**src/hdl/sccc_pkg.sv**
```systemverilog
package sccc_pkg;

  // Field widths
  localparam int unsigned VAL_W      = 20;
  localparam int unsigned NOW_W      = 32;
  localparam int unsigned CNT_W      = 32;
  localparam int unsigned CFG_IDX_W  = 8;
  localparam int unsigned OUT_DATA_W = 88;

  // Default time width for the elapsed-time arithmetic
  localparam int unsigned TIME_WIDTH_DEF = 32;

  // Register indexes on the configuration channel
  localparam logic [CFG_IDX_W-1:0] REG_SAMPLE_RATE = 8'd0;
  localparam logic [CFG_IDX_W-1:0] REG_PERIOD_US   = 8'd1;
  localparam logic [CFG_IDX_W-1:0] REG_CATCH_UP    = 8'd2;

  // Register reset values
  localparam logic [VAL_W-1:0] DEF_SAMPLE_RATE = 20'd1000;
  localparam logic [VAL_W-1:0] DEF_PERIOD_US   = 20'd1000;
  localparam logic             DEF_CATCH_UP    = 1'b1;

  // Command codes
  localparam logic OP_TICK  = 1'b0;
  localparam logic OP_START = 1'b1;

  // Divider status towards the sequencer
  typedef struct packed {
    logic busy;
    logic done;
  } div_stat_t;

endpackage

```
**src/hdl/sccc_div.sv**
```systemverilog
// Restoring divider, one quotient bit per cycle, 20-bit divisor.
module sccc_div #(
  parameter int unsigned DIV_W = sccc_pkg::TIME_WIDTH_DEF + 1
) (
  input  logic                      clk,
  input  logic                      rst_n,
  input  logic                      start,
  input  logic [DIV_W-1:0]          dividend,
  input  logic [sccc_pkg::VAL_W-1:0] divisor,
  output sccc_pkg::div_stat_t       stat,
  output logic [DIV_W-1:0]          quotient,
  output logic [sccc_pkg::VAL_W-1:0] remainder
);

  localparam int unsigned CW = $clog2(DIV_W + 1);

  logic                       busy_r;
  logic                       done_r;
  logic [CW-1:0]              cnt_r;
  logic [DIV_W-1:0]           quo_r;
  logic [sccc_pkg::VAL_W-1:0] rem_r;
  logic [sccc_pkg::VAL_W-1:0] dsr_r;

  logic [sccc_pkg::VAL_W:0]   trial;
  logic [sccc_pkg::VAL_W:0]   diff;
  logic                       fits;

  // Trial subtract of the shifted partial remainder
  assign trial = {rem_r, quo_r[DIV_W-1]};
  assign diff  = trial - {1'b0, dsr_r};
  assign fits  = (trial >= {1'b0, dsr_r});

  // Control: count down one bit a cycle, pulse done at the end
  always_ff @(posedge clk) begin
    if (!rst_n) begin
      busy_r <= 1'b0;
      done_r <= 1'b0;
      cnt_r  <= '0;
    end else begin
      done_r <= 1'b0;
      if (start) begin
        busy_r <= 1'b1;
        cnt_r  <= CW'(DIV_W);
      end else if (busy_r) begin
        cnt_r <= cnt_r - CW'(1);
        if (cnt_r == CW'(1)) begin
          busy_r <= 1'b0;
          done_r <= 1'b1;
        end
      end
    end
  end

  // Datapath: shift dividend out, quotient bits in
  always_ff @(posedge clk) begin
    if (start) begin
      quo_r <= dividend;
      rem_r <= '0;
      dsr_r <= divisor;
    end else if (busy_r) begin
      quo_r <= {quo_r[DIV_W-2:0], fits};
      rem_r <= fits ? diff[sccc_pkg::VAL_W-1:0] : trial[sccc_pkg::VAL_W-1:0];
    end
  end

  assign stat.busy = busy_r;
  assign stat.done = done_r;
  assign quotient  = quo_r;
  assign remainder = rem_r;

  // Checks
  a_rem_below_div: assert property (@(posedge clk) disable iff (!rst_n)
    done_r |-> (rem_r < dsr_r))
    else $error("divider remainder not below divisor");

  a_start_busy: assert property (@(posedge clk) disable iff (!rst_n)
    start |=> busy_r)
    else $error("divider did not start");

  a_done_after_busy: assert property (@(posedge clk) disable iff (!rst_n)
    done_r |-> ($past(busy_r) && !busy_r))
    else $error("divider done without a run");

endmodule

```
**src/hdl/sample_clock_catchup_counter.sv**
```systemverilog
// Fixed-rate sample clock with catch-up. Each input word is a tick or a start command with a
// free-running microsecond timestamp; every command returns one result word with the new-sample
// flag, the sample index, the seconds count and the total sample count. One command is worked on
// at a time and in_tready is high only while the block is idle. A start passes through the multiply
// and done states; a tick that does not fire passes through evaluate, multiply and done. A firing
// tick runs the shared restoring divider: in simple mode once ((index + 1) modulo rate); in
// catch-up mode twice (overrun by period, then (index + whole periods + 1) modulo rate). The
// divider produces one quotient bit per cycle. Configuration writes are taken at any time and
// should be made while idle.
module sample_clock_catchup_counter #(
  parameter int unsigned TIME_WIDTH = sccc_pkg::TIME_WIDTH_DEF
) (
  input  logic                            clk,
  input  logic                            rst_n,
  // in_tdata: now_us[31:0]
  input  logic                            in_tvalid,
  output logic                            in_tready,
  input  logic [sccc_pkg::NOW_W-1:0]      in_tdata,
  // in_tuser: opcode[0]
  input  logic [0:0]                      in_tuser,
  // out_tdata: sample_index[19:0], seconds_count[51:20], total_samples[83:52], zero[87:84]
  output logic                            out_tvalid,
  input  logic                            out_tready,
  output logic [sccc_pkg::OUT_DATA_W-1:0] out_tdata,
  // out_tuser: new_sample[0]
  output logic [0:0]                      out_tuser,
  input  logic                            cfg_valid,
  output logic                            cfg_ready,
  input  logic [sccc_pkg::CFG_IDX_W-1:0]  cfg_index,
  input  logic [sccc_pkg::VAL_W-1:0]      cfg_data
);

  localparam int unsigned TW    = TIME_WIDTH;
  localparam int unsigned VW    = sccc_pkg::VAL_W;
  localparam int unsigned DIV_W = ((TW > VW) ? TW : VW) + 1;

  localparam logic [2:0] S_IDLE = 3'd0;
  localparam logic [2:0] S_EVAL = 3'd1;
  localparam logic [2:0] S_DIV1 = 3'd2;
  localparam logic [2:0] S_DIV2 = 3'd3;
  localparam logic [2:0] S_MUL  = 3'd4;
  localparam logic [2:0] S_DONE = 3'd5;

  // Configuration registers
  logic [VW-1:0] sample_rate_r;
  logic [VW-1:0] period_us_r;
  logic          catch_up_r;

  // Sequencer and clock state
  logic [2:0]                    state_r, state_nxt;
  logic [TW-1:0]                 last_time_r, last_time_nxt;
  logic [TW-1:0]                 time_left_r, time_left_nxt;
  logic [VW-1:0]                 index_r, index_nxt;
  logic [sccc_pkg::CNT_W-1:0]    seconds_r, seconds_nxt;
  logic [TW-1:0]                 elapsed_r, elapsed_nxt;
  logic [TW-1:0]                 now_r, now_nxt;
  logic                          fired_r, fired_nxt;
  logic [sccc_pkg::CNT_W-1:0]    prod_r, prod_nxt;

  // Result register
  logic                          out_valid_r;
  logic                          out_fired_r;
  logic [VW-1:0]                 out_idx_r;
  logic [sccc_pkg::CNT_W-1:0]    out_sec_r;
  logic [sccc_pkg::CNT_W-1:0]    out_tot_r;

  // Divider hookup
  logic                          div_start;
  logic [DIV_W-1:0]              div_dividend;
  logic [VW-1:0]                 div_divisor;
  sccc_pkg::div_stat_t           div_stat;
  logic [DIV_W-1:0]              div_quo;
  logic [VW-1:0]                 div_rem;

  // Derived values
  logic [VW-1:0]                 eff_rate;
  logic [VW-1:0]                 eff_per;
  logic [TW+sccc_pkg::NOW_W-1:0] now_ext;
  logic [TW+VW-1:0]              per_ext;
  logic [TW+VW-1:0]              per_rem_ext;
  logic [VW-1:0]                 per_rem;
  logic [TW:0]                   delay_w;
  logic [TW-1:0]                 shrink;
  logic [DIV_W-1:0]              idx_ext;
  logic [VW+sccc_pkg::CNT_W-1:0] mul_full;
  logic                          in_acc;
  logic                          out_free;

  assign eff_rate    = (sample_rate_r == '0) ? VW'(1) : sample_rate_r;
  assign eff_per     = (period_us_r == '0) ? VW'(1) : period_us_r;
  assign now_ext     = {{TW{1'b0}}, in_tdata};
  assign per_ext     = {{TW{1'b0}}, eff_per};
  assign per_rem     = eff_per - div_rem;
  assign per_rem_ext = {{TW{1'b0}}, per_rem};
  assign delay_w     = {1'b0, elapsed_r} - {1'b0, time_left_r};
  assign shrink      = time_left_r - elapsed_r;
  assign idx_ext     = {{(DIV_W-VW){1'b0}}, index_r};
  assign mul_full    = seconds_r * eff_rate;
  assign in_acc      = in_tvalid && in_tready;
  assign out_free    = !out_valid_r || out_tready;

  assign in_tready = (state_r == S_IDLE);
  assign cfg_ready = 1'b1;

  // Register writes; unknown indexes drop
  always_ff @(posedge clk) begin
    if (!rst_n) begin
      sample_rate_r <= sccc_pkg::DEF_SAMPLE_RATE;
      period_us_r   <= sccc_pkg::DEF_PERIOD_US;
      catch_up_r    <= sccc_pkg::DEF_CATCH_UP;
    end else if (cfg_valid) begin
      unique case (cfg_index)
        sccc_pkg::REG_SAMPLE_RATE: sample_rate_r <= cfg_data;
        sccc_pkg::REG_PERIOD_US:   period_us_r   <= cfg_data;
        sccc_pkg::REG_CATCH_UP:    catch_up_r    <= cfg_data[0];
        default: ;
      endcase
    end
  end

  // Sequencer
  always_comb begin
    state_nxt     = state_r;
    last_time_nxt = last_time_r;
    time_left_nxt = time_left_r;
    index_nxt     = index_r;
    seconds_nxt   = seconds_r;
    elapsed_nxt   = elapsed_r;
    now_nxt       = now_r;
    fired_nxt     = fired_r;
    prod_nxt      = prod_r;
    div_start     = 1'b0;
    div_dividend  = {{(DIV_W-TW){1'b0}}, delay_w[TW-1:0]};
    div_divisor   = eff_per;
    unique case (state_r)
      S_IDLE: begin
        if (in_acc) begin
          fired_nxt = 1'b0;
          if (in_tuser[0] == sccc_pkg::OP_START) begin
            // Restart: clear index, reload period, record time
            index_nxt     = '0;
            time_left_nxt = per_ext[TW-1:0];
            last_time_nxt = now_ext[TW-1:0];
            state_nxt     = S_MUL;
          end else begin
            elapsed_nxt = now_ext[TW-1:0] - last_time_r;
            now_nxt     = now_ext[TW-1:0];
            state_nxt   = S_EVAL;
          end
        end
      end
      S_EVAL: begin
        last_time_nxt = now_r;
        if (delay_w[TW]) begin
          // Not yet due: shrink remaining time
          time_left_nxt = shrink;
          state_nxt     = S_MUL;
        end else if (catch_up_r) begin
          // Split the overrun into whole periods and remainder
          div_start = 1'b1;
          state_nxt = S_DIV1;
        end else begin
          time_left_nxt = per_ext[TW-1:0];
          div_start     = 1'b1;
          div_dividend  = idx_ext + DIV_W'(1);
          div_divisor   = eff_rate;
          state_nxt     = S_DIV2;
        end
      end
      S_DIV1: begin
        if (div_stat.done) begin
          time_left_nxt = per_rem_ext[TW-1:0];
          div_start     = 1'b1;
          div_dividend  = idx_ext + div_quo + DIV_W'(1);
          div_divisor   = eff_rate;
          state_nxt     = S_DIV2;
        end
      end
      S_DIV2: begin
        if (div_stat.done) begin
          // Wrap the index and count a second when it went backwards
          index_nxt = div_rem;
          if (div_rem < index_r) begin
            seconds_nxt = seconds_r + sccc_pkg::CNT_W'(1);
          end
          fired_nxt = 1'b1;
          state_nxt = S_MUL;
        end
      end
      S_MUL: begin
        prod_nxt  = mul_full[sccc_pkg::CNT_W-1:0];
        state_nxt = S_DONE;
      end
      S_DONE: begin
        if (out_free) begin
          state_nxt = S_IDLE;
        end
      end
      default: state_nxt = S_IDLE;
    endcase
  end

  always_ff @(posedge clk) begin
    if (!rst_n) begin
      state_r     <= S_IDLE;
      last_time_r <= '0;
      time_left_r <= '0;
      index_r     <= '0;
      seconds_r   <= '0;
    end else begin
      state_r     <= state_nxt;
      last_time_r <= last_time_nxt;
      time_left_r <= time_left_nxt;
      index_r     <= index_nxt;
      seconds_r   <= seconds_nxt;
    end
  end

  // Working registers
  always_ff @(posedge clk) begin
    elapsed_r <= elapsed_nxt;
    now_r     <= now_nxt;
    fired_r   <= fired_nxt;
    prod_r    <= prod_nxt;
  end

  // Result register: load when done and free, drop valid once taken
  always_ff @(posedge clk) begin
    if (!rst_n) begin
      out_valid_r <= 1'b0;
    end else if ((state_r == S_DONE) && out_free) begin
      out_valid_r <= 1'b1;
    end else if (out_tready) begin
      out_valid_r <= 1'b0;
    end
  end

  always_ff @(posedge clk) begin
    if ((state_r == S_DONE) && out_free) begin
      out_fired_r <= fired_r;
      out_idx_r   <= index_r;
      out_sec_r   <= seconds_r;
      out_tot_r   <= prod_r + {{(sccc_pkg::CNT_W-VW){1'b0}}, index_r};
    end
  end

  assign out_tvalid = out_valid_r;
  assign out_tuser  = out_fired_r;
  assign out_tdata  = {4'b0000, out_tot_r, out_sec_r, out_idx_r};

  sccc_div #(
    .DIV_W(DIV_W)
  ) u_div (
    .clk      (clk),
    .rst_n    (rst_n),
    .start    (div_start),
    .dividend (div_dividend),
    .divisor  (div_divisor),
    .stat     (div_stat),
    .quotient (div_quo),
    .remainder(div_rem)
  );

  // Checks
  a_start_idle_div: assert property (@(posedge clk) disable iff (!rst_n)
    div_start |-> !div_stat.busy)
    else $error("divider restarted while busy");

  a_result_from_done: assert property (@(posedge clk) disable iff (!rst_n)
    $rose(out_valid_r) |-> ($past(state_r) == S_DONE))
    else $error("result raised outside done state");

  a_index_in_range: assert property (@(posedge clk) disable iff (!rst_n)
    (out_valid_r && out_fired_r) |-> (out_idx_r < eff_rate))
    else $error("fired index not below sample rate");

endmodule
```
**config.mk**
```make
export PLATFORM = sky130hd
export DESIGN_NAME = sample_clock_catchup_counter
export DESIGN_NICKNAME = d
export VERILOG_FILES = /design/src/hdl/sccc_pkg.sv /design/src/hdl/sccc_div.sv /design/src/hdl/sample_clock_catchup_counter.sv
export SDC_FILE = /design/constraint.sdc
export NUM_CORES = 2
export LEC_CHECK = 0
export ABC_AREA = 1
export BUFFER_PORTS_ARGS = -buffer_cell sky130_fd_sc_hd__buf_2
export CAP_MARGIN = 5
export CORE_ASPECT_RATIO = 0.8
export CORE_MARGIN = 2
export CORE_UTILIZATION = 30
export DETAILED_ROUTE_END_ITERATION = 8
export GPL_TIMING_DRIVEN = 1
export MAX_ROUTING_LAYER = met4
export SYNTH_ARGS = -nofsm -noshare
export SYNTH_HDL_FRONTEND = slang
export SYNTH_HIERARCHICAL = 1
export SYNTH_SLANG_ARGS = --single-unit
```
**constraint.sdc**
```tcl
create_clock -name clk -period 10.9 [get_ports clk]
set_input_delay 2.18 -clock clk [delete_from_list [all_inputs] [get_ports clk]]
set_output_delay 2.18 -clock clk [all_outputs]
set_load 0.005 [all_outputs]
```
==> results_dict.tcl <==
set metrics [dict create \
    ir_worst_vdd_v 0.000160 \
    utilization 0.334 \
    port_buffers 152 \
    die_y_um 341 \
    start_util 0.303 \
    die_area_mm2 0.145 \
    power_density_mw_per_mm2 178 \
    clk_latency_ns 0.70 \
    grt_pass1_vias 36000 \
    final_hold_viol_count 0 \
    finalHoldWorstSlack_ns 0.466 \
    die_w_um 426 \
    place_ws_ns 3.94 \
    setup_violations 0 \
    post_drt_via_cell_ratio 4.85 \
    place_congestion 0.970 \
    grt_pass1_wl_um 227000 \
    grt_use_met3 0.0392 \
    period_share 0.644 \
    clk_pin_slew_worst_paths_ns 0.06 \
    syn_area_per_cell_um2 7.43 \
    holdCritPathClass "reg2reg" \
    final_nets 6479 \
    final_cell_mix "nand2_1 (1,523), inv_1 (1,119), fa_1 (360)" \
    drive_above_1_share 0.0661 \
    antenna_found_initial 14 \
    p_leak_nw 23.0 \
    grt_busiest_layer "met1" \
    grt_max_degree 71 \
    coreArea_mm2 0.141 \
    num-fill-cells 15100 \
    syn_area_mm2 0.0427 \
    ant_nets 0 \
    drt-pass1-iter-count 6 \
    pin_count 158 \
    slew_viol_final 0 \
    rsz0062_at_grt "no" \
    fin_skew_ns 0.0722 \
    wire_per_inst_um 19.5 \
    startpoint_type "flip-flop" \
    arrival_ns 7.40 \
    layout_commonest_cell "nand2_1" \
    place_hpwl_um 119000 \
    via_count 37400 \
    outcome "finished clean" \
    finalSetupTns_ns 0 \
    min_period_ns 7.02 \
    fmax_ghz 0.142 \
    p_total_mw 8.38 \
    drt_iter0_drc 3523 \
    cts_setup_buffers 0 \
    slew_headroom 0.185 \
    cts_sinks 424 \
    cts_root_buffer "clkbuf_16" \
    numCtsBuffers 55 \
    grt_usage 0.211 \
    htreeDepth 2 \
    overflow 0 \
    routed_wirelength_um 150000 \
    cp_max_fo 24 \
    grtUsageMet2 0.286 \
    crit_required_ns 11.27 \
    cts_tree "built" \
    maxCapViolCount 0 \
    cp-end-kind "flip-flop" \
    critPathKind "reg2reg" \
    use_met1 0.315 \
    drc 0 \
    cts_resized 0 \
    cts_hold_buf 0 \
    ys.warnings.count 6 \
    clockBufferDepth 3 \
    tightest_slew_ns 1.22 \
    fp-row-count 123 \
    layout_setup_ws_ns 3.88 \
    netlist_instances 5744 \
    area_growth_pct 10.3 \
]
[critical path: stages, from the launching register on]
cell and delay [ns]:
dfxtp_1 1.13, nand2_1 0.11, inv_1 0.10, fa_1 0.44, fa_1 0.51, inv_1 0.06
fa_1 0.48, inv_1 0.05, fa_1 0.51, inv_1 0.07, fa_1 0.52, inv_1 0.05
fa_1 0.47, inv_1 0.05, fa_1 0.47, inv_1 0.04, ha_1 0.32, a21oi_1 0.15
inv_1 0.07, a21oi_1 0.17, o21ai_0 0.15, a21oi_1 0.28, nor2_1 0.07, nor2_1 0.17
o21bai_1 0.10, xor2_1 0.16
[state kept, by name, indices dropped and copies added (netlist names), 32 cells and up]
name / cells
out_tot_r: 32
now_r: 32
prod_r: 32
last_time_r: 32
seconds_r: 32
u_div/quotient: 33
time_left_r: 32
out_sec_r: 32
elapsed_r: 32
[routing by layer]
metal	share of wire	wire, µm
met2	0.40	59900
met5	0	0
met1	0.49	73600
met3	0.086	12900
met4	0.026	3880
[where the power goes]
part / switching (mW) / internal, mW / leakage, nW
logic: 2.89 / 1.22 / 18.4
clock network: 0.812 / 1.08 / 0.889
registers: 0.263 / 2.12 / 3.71
[worst paths after layout]
check / depth (start not counted) / startpoint / endpoint / slack, ns
hold reg to reg: 2 / sample_rate_r[0]$_SDFFE_PN0P_ / sample_rate_r[0]$_SDFFE_PN0P_ / 0.47
setup / recovery: 25 / seconds_r[8]$_SDFFE_PN0P_ / prod_r[23]$_DFFE_PN_ / 3.88
hold / removal: 2 / sample_rate_r[0]$_SDFFE_PN0P_ / sample_rate_r[0]$_SDFFE_PN0P_ / 0.47
setup reg to reg: 25 / seconds_r[8]$_SDFFE_PN0P_ / prod_r[23]$_DFFE_PN_ / 3.88
[area by class of cell]
type                       count  area (µm²)  share of cell area
sequential                   424       10800               0.230
inverter                    1138        4280              0.0909
multi-input combinational   3950       26600               0.564
tap                         1875        2350              0.0498
timing repair buffer         207        1170              0.0249
clock buffer                  73        1500              0.0319
antenna                        8        20.0            0.000425
clock inverter                31         350             0.00744
[stage by stage]
stage | instance area, µm² | cells
after global routing | 47100 | 7706
after detailed placement | 45200 | 7594
after CTS | 47100 | 7698
after floorplan | 42700 | 5747
after global placement | 45200 | 7594
final | 47100 | 7706
Power figures use the tool's default switching activity.
